`config.mk`:
```
export PLATFORM = sky130hd
export DESIGN_NAME = screen_fade_sequencer_flat
export DESIGN_NICKNAME = d
export VERILOG_FILES = /design/src/design/sfs_pkg.sv /design/src/design/sfs_cmd_if.sv /design/src/design/sfs_status_if.sv /design/src/design/screen_fade_sequencer.sv /design/src/flat_wrapper.sv
export SDC_FILE = /design/constraint.sdc
export NUM_CORES = 1
export LEC_CHECK = 0
export BUFFER_PORTS_ARGS = -buffer_cell sky130_fd_sc_hd__buf_2
export CAP_MARGIN = 20
export CELL_PAD_IN_SITES_DETAIL_PLACEMENT = 0
export CELL_PAD_IN_SITES_GLOBAL_PLACEMENT = 1
export CORE_UTILIZATION = 47
export DETAILED_ROUTE_END_ITERATION = 16
export GPL_TIMING_DRIVEN = 0
export HOLD_SLACK_MARGIN = 0.06
export MAX_ROUTING_LAYER = met4
export PLACE_DENSITY_LB_ADDON = 0.1
export SKIP_LAST_GASP = 1
export SLEW_MARGIN = 10
export SYNTH_ARGS = -nofsm -noshare
export SYNTH_HDL_FRONTEND = slang
export SYNTH_SLANG_ARGS = --single-unit
```
`constraint.sdc`:
```
create_clock -name clk -period 10.1 [get_ports clk]
set_input_delay 1.01 -clock clk [delete_from_list [all_inputs] [get_ports clk]]
set_output_delay 1.01 -clock clk [all_outputs]
set_load 0.03 [all_outputs]
```
`src/design/sfs_pkg.sv`:
```
`timescale 1ns / 1ps
`default_nettype none
// ----------------------------------------------------------------------------
// sfs_pkg
// shared types, constants and helpers of the screen fade sequencer
// ----------------------------------------------------------------------------
package sfs_pkg;

    // fixed point level format, full scale is all ones
    localparam int LEVEL_BITS = 16;
    localparam logic [LEVEL_BITS-1:0] FULL_LEVEL = '1;

    // payload widths
    localparam int OP_W    = 2;
    localparam int DELTA_W = 10;
    localparam int RATE_W  = 16;
    localparam int HOLD_W  = 16;
    localparam int TINT_W  = 32;
    localparam int PHASE_W = 2;
    localparam int LEVEL_OUT_W = 16;

    // rate * delta product and the compare width that holds it and a level
    localparam int STEP_W = RATE_W + DELTA_W;
    localparam int CMP_W  = (LEVEL_BITS > STEP_W) ? LEVEL_BITS : STEP_W;

    // operation codes
    localparam logic [OP_W-1:0] OP_TICK     = 2'd0;
    localparam logic [OP_W-1:0] OP_FADE_OUT = 2'd1;
    localparam logic [OP_W-1:0] OP_FADE_IN  = 2'd2;

    // reported phase codes
    localparam logic [PHASE_W-1:0] PHASE_IDLE = 2'd0;
    localparam logic [PHASE_W-1:0] PHASE_IN   = 2'd1;
    localparam logic [PHASE_W-1:0] PHASE_OUT  = 2'd2;
    localparam logic [PHASE_W-1:0] PHASE_HOLD = 2'd3;

    // reset values
    localparam logic [RATE_W-1:0] RATE_RESET = 16'd98;
    localparam logic [TINT_W-1:0] TINT_RESET = 32'hFF00_0000;

    // internal sequencer state, one-hot
    typedef enum logic [3:0] {
        ST_IDLE = 4'b0001,
        ST_IN   = 4'b0010,
        ST_OUT  = 4'b0100,
        ST_HOLD = 4'b1000
    } phase_t;

    function automatic logic [PHASE_W-1:0] phase_code(input phase_t ph);
        logic [PHASE_W-1:0] code;
        case (ph)
            ST_IN:   code = PHASE_IN;
            ST_OUT:  code = PHASE_OUT;
            ST_HOLD: code = PHASE_HOLD;
            default: code = PHASE_IDLE;
        endcase
        return code;
    endfunction

endpackage
`default_nettype wire

```
`src/design/sfs_cmd_if.sv`:
```
`timescale 1ns / 1ps
`default_nettype none
// ----------------------------------------------------------------------------
// sfs_cmd_if
// command channel: ticks and fade start commands
// ----------------------------------------------------------------------------
interface sfs_cmd_if;
    logic                         valid;
    logic                         ready;
    logic [sfs_pkg::OP_W-1:0]     operation;
    logic [sfs_pkg::DELTA_W-1:0]  delta_ms;
    logic [sfs_pkg::RATE_W-1:0]   new_rate;
    logic [sfs_pkg::HOLD_W-1:0]   new_hold_ms;
    logic                         new_auto_reverse;
    logic [sfs_pkg::TINT_W-1:0]   new_tint;

    modport source (
        output valid, operation, delta_ms, new_rate, new_hold_ms,
               new_auto_reverse, new_tint,
        input  ready
    );
    modport sink (
        input  valid, operation, delta_ms, new_rate, new_hold_ms,
               new_auto_reverse, new_tint,
        output ready
    );
endinterface
`default_nettype wire

```
`src/design/sfs_status_if.sv`:
```
`timescale 1ns / 1ps
`default_nettype none
// ----------------------------------------------------------------------------
// sfs_status_if
// status channel: phase, level, tint and overlay word
// ----------------------------------------------------------------------------
interface sfs_status_if;
    logic                             valid;
    logic                             ready;
    logic [sfs_pkg::PHASE_W-1:0]      phase_out;
    logic [sfs_pkg::LEVEL_OUT_W-1:0]  level_out;
    logic                             fading;
    logic [sfs_pkg::TINT_W-1:0]       tint_out;
    logic [sfs_pkg::TINT_W-1:0]       overlay_word;

    modport source (
        output valid, phase_out, level_out, fading, tint_out, overlay_word,
        input  ready
    );
    modport sink (
        input  valid, phase_out, level_out, fading, tint_out, overlay_word,
        output ready
    );
endinterface
`default_nettype wire

```
`src/design/screen_fade_sequencer.sv`:
```
// the status transaction of an accepted command is registered and offered in the next cycle
// throughput: one command per cycle while status takes each transaction, set by the single rate * delta multiply-add
// and phase update that sit between the state registers and the status register
// a new command is taken while the status register is empty or being drained
// reset (rst_n low, asynchronous): idle, level 0, rate 98, hold 0, tint opaque black
`timescale 1ns / 1ps
`default_nettype none
// ----------------------------------------------------------------------------
// screen_fade_sequencer
// fade-out / hold / fade-in sequencer for a display overlay, one status
// transaction for every command transaction
// ----------------------------------------------------------------------------
module screen_fade_sequencer (
    input  wire logic   clk,
    input  wire logic   rst_n,
    sfs_cmd_if.sink     cmd,
    sfs_status_if.source status
);

    // ------------------------------------------------------------------
    // architectural state
    // ------------------------------------------------------------------
    sfs_pkg::phase_t                    phase_reg, phase_next;
    logic [sfs_pkg::LEVEL_BITS-1:0]     level_reg, level_next;
    logic [sfs_pkg::RATE_W-1:0]         rate_reg, rate_next;
    logic [sfs_pkg::HOLD_W-1:0]         hold_left_reg, hold_left_next;
    logic                               reverse_after_reg, reverse_after_next;
    logic [sfs_pkg::TINT_W-1:0]         tint_reg, tint_next;

    // status output register
    logic                               out_valid_reg;
    logic [sfs_pkg::PHASE_W-1:0]        phase_out_reg;
    logic [sfs_pkg::LEVEL_OUT_W-1:0]    level_out_reg;
    logic                               fading_reg;
    logic [sfs_pkg::TINT_W-1:0]         tint_out_reg;
    logic [sfs_pkg::TINT_W-1:0]         overlay_reg;

    logic                               cmd_accept;
    logic                               out_take;

    // tick arithmetic
    logic [sfs_pkg::STEP_W-1:0]         step;
    logic [sfs_pkg::CMP_W-1:0]          step_ext;
    logic [sfs_pkg::CMP_W-1:0]          headroom;
    logic [sfs_pkg::CMP_W-1:0]          level_ext;
    logic                               reach_full;
    logic                               reach_zero;
    logic                               hold_done;
    sfs_pkg::phase_t                    after_full;

    // ------------------------------------------------------------------
    // handshake: the status register frees up in the same cycle it drains
    // ------------------------------------------------------------------
    assign out_take   = out_valid_reg && status.ready;
    assign cmd.ready  = !out_valid_reg || status.ready;
    assign cmd_accept = cmd.valid && cmd.ready;

    // ------------------------------------------------------------------
    // tick datapath: 16x10 multiply, then saturating compare both ways
    // ------------------------------------------------------------------
    assign step      = sfs_pkg::STEP_W'(rate_reg) * sfs_pkg::STEP_W'(cmd.delta_ms);
    assign step_ext  = sfs_pkg::CMP_W'(step);
    assign level_ext = sfs_pkg::CMP_W'(level_reg);
    assign headroom  = sfs_pkg::CMP_W'(sfs_pkg::FULL_LEVEL - level_reg);

    assign reach_full = (step_ext >= headroom);
    assign reach_zero = (step_ext >= level_ext);
    assign hold_done  = (sfs_pkg::HOLD_W'(cmd.delta_ms) >= hold_left_reg);

    // what follows full level once any hold is over
    assign after_full = reverse_after_reg ? sfs_pkg::ST_IN : sfs_pkg::ST_IDLE;

    // ------------------------------------------------------------------
    // next state for the command at the input
    // ------------------------------------------------------------------
    always_comb
    begin
        phase_next         = phase_reg;
        level_next         = level_reg;
        rate_next          = rate_reg;
        hold_left_next     = hold_left_reg;
        reverse_after_next = reverse_after_reg;
        tint_next          = tint_reg;

        case (cmd.operation)
            sfs_pkg::OP_TICK:
            begin
                case (phase_reg)
                    sfs_pkg::ST_OUT:
                    begin
                        if (reach_full)
                        begin
                            // leftover milliseconds of this tick are dropped
                            level_next = sfs_pkg::FULL_LEVEL;
                            phase_next = (hold_left_reg != '0) ? sfs_pkg::ST_HOLD
                                                               : after_full;
                        end
                        else
                        begin
                            level_next = level_reg + sfs_pkg::LEVEL_BITS'(step);
                        end
                    end
                    sfs_pkg::ST_HOLD:
                    begin
                        if (hold_done)
                        begin
                            hold_left_next = '0;
                            phase_next     = after_full;
                        end
                        else
                        begin
                            hold_left_next = hold_left_reg
                                           - sfs_pkg::HOLD_W'(cmd.delta_ms);
                        end
                    end
                    sfs_pkg::ST_IN:
                    begin
                        if (reach_zero)
                        begin
                            level_next = '0;
                            phase_next = sfs_pkg::ST_IDLE;
                        end
                        else
                        begin
                            level_next = level_reg - sfs_pkg::LEVEL_BITS'(step);
                        end
                    end
                    default:
                    begin
                        // idle tick leaves everything alone
                    end
                endcase
            end
            sfs_pkg::OP_FADE_OUT:
            begin
                phase_next         = sfs_pkg::ST_OUT;
                level_next         = '0;
                rate_next          = cmd.new_rate;
                hold_left_next     = cmd.new_hold_ms;
                reverse_after_next = cmd.new_auto_reverse;
                tint_next          = cmd.new_tint;
            end
            sfs_pkg::OP_FADE_IN:
            begin
                // hold time, reverse flag and tint stay as they were
                phase_next = sfs_pkg::ST_IN;
                level_next = sfs_pkg::FULL_LEVEL;
                rate_next  = cmd.new_rate;
            end
            default:
            begin
                // unused code only reports the current state
            end
        endcase
    end

    // ------------------------------------------------------------------
    // state registers, updated on every accepted command
    // ------------------------------------------------------------------
    always_ff @(posedge clk or negedge rst_n)
    begin
        if (!rst_n)
        begin
            phase_reg         <= sfs_pkg::ST_IDLE;
            level_reg         <= '0;
            rate_reg          <= sfs_pkg::RATE_RESET;
            hold_left_reg     <= '0;
            reverse_after_reg <= 1'b0;
            tint_reg          <= sfs_pkg::TINT_RESET;
        end
        else if (cmd_accept)
        begin
            phase_reg         <= phase_next;
            level_reg         <= level_next;
            rate_reg          <= rate_next;
            hold_left_reg     <= hold_left_next;
            reverse_after_reg <= reverse_after_next;
            tint_reg          <= tint_next;
        end
    end

    // ------------------------------------------------------------------
    // status register: valid flag is control, the payload is not reset
    // ------------------------------------------------------------------
    always_ff @(posedge clk or negedge rst_n)
    begin
        if (!rst_n)
        begin
            out_valid_reg <= 1'b0;
        end
        else if (cmd_accept)
        begin
            out_valid_reg <= 1'b1;
        end
        else if (out_take)
        begin
            out_valid_reg <= 1'b0;
        end
    end

    always_ff @(posedge clk)
    begin
        if (cmd_accept)
        begin
            phase_out_reg <= sfs_pkg::phase_code(phase_next);
            level_out_reg <= sfs_pkg::LEVEL_OUT_W'(level_next);
            fading_reg    <= (phase_next != sfs_pkg::ST_IDLE);
            tint_out_reg  <= tint_next;
            // top eight level bits are ORed into the alpha byte of the tint
            overlay_reg   <= tint_next
                           | {level_next[sfs_pkg::LEVEL_BITS-1 -: 8],
                              {(sfs_pkg::TINT_W-8){1'b0}}};
        end
    end

    assign status.valid        = out_valid_reg;
    assign status.phase_out    = phase_out_reg;
    assign status.level_out    = level_out_reg;
    assign status.fading       = fading_reg;
    assign status.tint_out     = tint_out_reg;
    assign status.overlay_word = overlay_reg;

    // ------------------------------------------------------------------
    // assertions
    // ------------------------------------------------------------------
    a_phase_onehot: assert property (@(posedge clk) disable iff (!rst_n)
        $onehot(phase_reg))
        else $error("sequencer phase register is not one-hot");

    a_hold_at_full: assert property (@(posedge clk) disable iff (!rst_n)
        (phase_reg == sfs_pkg::ST_HOLD) |-> (level_reg == sfs_pkg::FULL_LEVEL))
        else $error("holding phase below full level");

    a_fade_in_nonzero: assert property (@(posedge clk) disable iff (!rst_n)
        (phase_reg == sfs_pkg::ST_IN) |-> (level_reg != '0))
        else $error("fading in with level already at zero");

    a_accept_gives_status: assert property (@(posedge clk) disable iff (!rst_n)
        cmd_accept |=> out_valid_reg)
        else $error("accepted command produced no status transaction");

    a_fade_out_start: assert property (@(posedge clk) disable iff (!rst_n)
        (cmd_accept && (cmd.operation == sfs_pkg::OP_FADE_OUT))
        |=> ((status.phase_out == sfs_pkg::PHASE_OUT) && (status.level_out == '0)))
        else $error("fade out start not reported as fading out at zero level");

endmodule
`default_nettype wire
```
`src/flat_wrapper.sv`:
```
// flat-port wrapper written by rule: the top's interface ports become plain ports
module screen_fade_sequencer_flat 
  (clk, rst_n, cmd_valid, cmd_operation, cmd_delta_ms, cmd_new_rate, cmd_new_hold_ms, cmd_new_auto_reverse, cmd_new_tint, cmd_ready, status_valid, status_phase_out, status_level_out, status_fading, status_tint_out, status_overlay_word, status_ready);
  sfs_cmd_if cmd_i ();
  sfs_status_if status_i ();
  input  wire logic clk;
  input  wire logic rst_n;
  input wire logic [$bits(cmd_i.valid)-1:0] cmd_valid;
  input wire logic [$bits(cmd_i.operation)-1:0] cmd_operation;
  input wire logic [$bits(cmd_i.delta_ms)-1:0] cmd_delta_ms;
  input wire logic [$bits(cmd_i.new_rate)-1:0] cmd_new_rate;
  input wire logic [$bits(cmd_i.new_hold_ms)-1:0] cmd_new_hold_ms;
  input wire logic [$bits(cmd_i.new_auto_reverse)-1:0] cmd_new_auto_reverse;
  input wire logic [$bits(cmd_i.new_tint)-1:0] cmd_new_tint;
  output wire logic [$bits(cmd_i.ready)-1:0] cmd_ready;
  output wire logic [$bits(status_i.valid)-1:0] status_valid;
  output wire logic [$bits(status_i.phase_out)-1:0] status_phase_out;
  output wire logic [$bits(status_i.level_out)-1:0] status_level_out;
  output wire logic [$bits(status_i.fading)-1:0] status_fading;
  output wire logic [$bits(status_i.tint_out)-1:0] status_tint_out;
  output wire logic [$bits(status_i.overlay_word)-1:0] status_overlay_word;
  input wire logic [$bits(status_i.ready)-1:0] status_ready;
  assign cmd_i.valid = cmd_valid;
  assign cmd_i.operation = cmd_operation;
  assign cmd_i.delta_ms = cmd_delta_ms;
  assign cmd_i.new_rate = cmd_new_rate;
  assign cmd_i.new_hold_ms = cmd_new_hold_ms;
  assign cmd_i.new_auto_reverse = cmd_new_auto_reverse;
  assign cmd_i.new_tint = cmd_new_tint;
  assign cmd_ready = cmd_i.ready;
  assign status_valid = status_i.valid;
  assign status_phase_out = status_i.phase_out;
  assign status_level_out = status_i.level_out;
  assign status_fading = status_i.fading;
  assign status_tint_out = status_i.tint_out;
  assign status_overlay_word = status_i.overlay_word;
  assign status_i.ready = status_ready;
  screen_fade_sequencer u_core (.clk(clk), .rst_n(rst_n), .cmd(cmd_i), .status(status_i));
endmodule
```
==> out/results.tsv <==
stage	metric	value	unit
final_layout	layout.nets	2016	
timing	holdWs	0.460	ns
run_status	status	completed	
final_layout	area_growth	13.8	%
clock_tree	insertion_delay	0.43	ns
final_layout	instances_no_fill	2099	
timing	timing.fmax	110	MHz
routing	wl_met3	1530	um
routing	first_pass_iters	5	
yosys	ys_seq_area_share	27.4	%
routing	routed.top_layer	met4	
worst_hold_path	worstHoldPathType	register to register	
yosys	synth-main-ff-cell	dfrtp_1	
worst_setup_path	required	10.47	ns
global_route	grt_max_degree	56	
worst_setup_path	cp-end-kind	register	
yosys	synth-edff-count	59	
worst_setup_path	cpMaxStageDelayCell	fa_1	
timing	slew_viol_final	0	
clock_tree	clkTransAtPathRegs	0.07	ns
routing	routed_via_density	5.54	
routing	dr_wl_met2	19900	um
routing	drt_iter0_drc	699	
worst_setup_path	r2r_cells	30	
final_layout	diodes	0	
timing	tightest_slew	0.835	ns
worst_setup_path	r2r_setup_slack	1.57	ns
timing	fin_ws	1.03	ns
global_route	grt_pass1_wl	62000	um
worst_setup_path	worstSetupPathType	input pin to register	
floorplan	std_cell_rows	63	
timing	slew_headroom	44.4	%
routing	wl	39300	um
clock_tree	post_cts_resized	0	
worst_setup_path	path_buf_inv	8	
worst_hold_path	hp-start	u_core.tint_reg[25]	
routing	num_vias	11600	
yosys	synth_area_leader_cell	fa_1	
worst_hold_path	worst_hold_path.num_cells	2	
yosys	ys_types	90	
global_route	antenna_found_initial	0	
routing	antenna_left	0	
floorplan	die_area	0.0313	mm2
run	drv_cap	0	
yosys	synth_top_area_share	15.7	%
clock_tree	cts_setup_buffers	0	
timing	finalClockSkew	0.0199	ns
worst_hold_path	hold_end	u_core.tint_reg[25]	
floorplan	die_w	177	um
worst_setup_path	crit_cells	33	
worst_setup_path	path_max_fanout	10	
yosys	ys_ff_latch	145	
worst_setup_path	critPathLaunchType	input pin	
worst_setup_path	cp_top_family	adder cells	
floorplan	coreArea	0.0299	mm2
yosys	syn-num-nets	1831	
yosys	syn-mean-instance-area	9.51	um2
floorplan	start_util	48.1	%
clock_tree	h-tree-depth	4	
floorplan	die_y	177	um
yosys	yosysMostFrequentCell	inv_1	
global_route	grt_overflow_total	0	
clock_tree	cts_tree	done	
timing	setup_viol	0	
timing	rsz0062_at_grt	false	
final_layout	drive_above_1_share	20.2	%
placed_design	gp_congestion	0.889	
yosys	synth_common_cells	inv_1, nand2_1, ha_1, fa_1, a21oi_1	
global_route	grt_use_total	26.5	%
clock_tree	cts_sinks	145	
clock_tree	cts_buffers	17	
timing	setup_tns	0	ns
placed_design	io_buffers	164	
timing	min_period_over_period	89.8	%
timing	hold_viol	0	
yosys	synth_area_leaders	fa_1, dfrtp_1, edfxtp_1	
yosys	netlist_instances	1511	
routing	wire_per_inst	18.7	um
yosys	netlist_area	0.0144	mm2
timing	layout_min_cycle_time	9.07	ns
global_route	grt_pass1_vias	11500	
clock_tree	cts-hold-fix-buffers	0	
routing	drt-met1-wl	17100	um
placed_design	dp.cells	2067	
clock_tree	root_buffer	clkbuf_16	
worst_setup_path	timing.rr.end	u_core.level_reg[13]	
yosys	async_flop_share	59.3	%
worst_setup_path	worstReg2RegStart	u_core.rate_reg[5]	
routing	drc	0	
yosys	yosys_warnings	0	
floorplan	pin_count	166	
placed_design	preCtsSetupSlack	0.657	ns
worst_setup_path	arrival	9.44	ns
clock_tree	cts_buffer_depth	2	
worst_setup_path	cpPeakStageDelay	0.53	ns
placed_design	hpwl	31000	um
worst max path at each step:
| stage | slack [ns] | from | to |
|---|---|---|---|
| 6_report | 1.03 | cmd_delta_ms[3] | u_core.level_reg[13] |
| 5_1_grt | 0.58 | cmd_delta_ms[3] | u_core.status.overlay_word[29] |
| 4_1_cts | 1.10 | cmd_delta_ms[3] | u_core.level_reg[13] |
| 3_5_place_dp | 0.66 | cmd_delta_ms[3] | u_core.level_reg[13] |
| 3_3_place_gp | 0.63 | cmd_delta_ms[3] | u_core.level_reg[13] |
| 2_1_floorplan | 2.06 | cmd_delta_ms[3] | u_core.status.phase_out[0] |
tightest hold or removal path, delay by kind of cell (launching register included):
kind / cells / cell delay, ns
DFF: 1 / 0.37
and+or+nand+nor: 2 / 0.10
cell usage in the layout (no fill, tap or decap), drive strengths merged, types with 5 or more instances in the layout:
cell	instances
o21ai	66
a21oi	91
nor4	8
clkbuf	74
nor2	54
inv	193
nand2b	14
o21a	13
dfstp	12
mux2i	5
nor2b	10
o21bai	11
xor2	13
mux2	71
nand2	157
and3	13
dfrtp	74
nand4	7
nor3	17
o22ai	9
o221a	9
clkinv	5
a22oi	7
a31oi	7
a221oi	8
o211ai	13
fa	113
or3	9
edfxtp	59
or2	9
and2	87
buf	203
a211oi	15
ha	126
xnor2	18
a21o	19
nand3	22
layer usage:
layer | GRT usage, % | vias up
li1 | - | 5489
met3 | 3.16 | 58
met1 | 33.6 | 5773
met5 | - | -
met4 | 6.82 | 0
met2 | 44.9 | 311
stage by stage:
stage	util [%]	cell area (um2)
after detailed placement	52.7	15700
after CTS	54.8	16400
after global placement	52.5	15700
final	54.8	16400
after global routing	54.8	16400
after floorplan	-	14400
layout make-up:
class                      count  area [um2]
buffer                        94         470
timing repair buffer         166         871
tap                          390         488
inverter                     186         698
multi-input combinational   1086        9270
clock buffer                  17         425
fill                        2836       13500
clock inverter                15         198
sequential                   145        3940
cell families (layout without fill, tap and decap cells):
logic type	after synthesis	count (layout)	synth area share [%]
and+or+nand+nor	423	423	14.8
AOI/OAI and AO/OA	317	317	15.2
buffers and inverters	280	478	8.12
adders and majority gates	239	239	26.7
DFF	145	145	27.4
muxes	76	76	5.91
xor gates and xnor gates	31	31	1.89
Power is left out: the tool's default activity adds up to more than one toggle a clock period on the data nets, which glitch-free logic cannot reach.
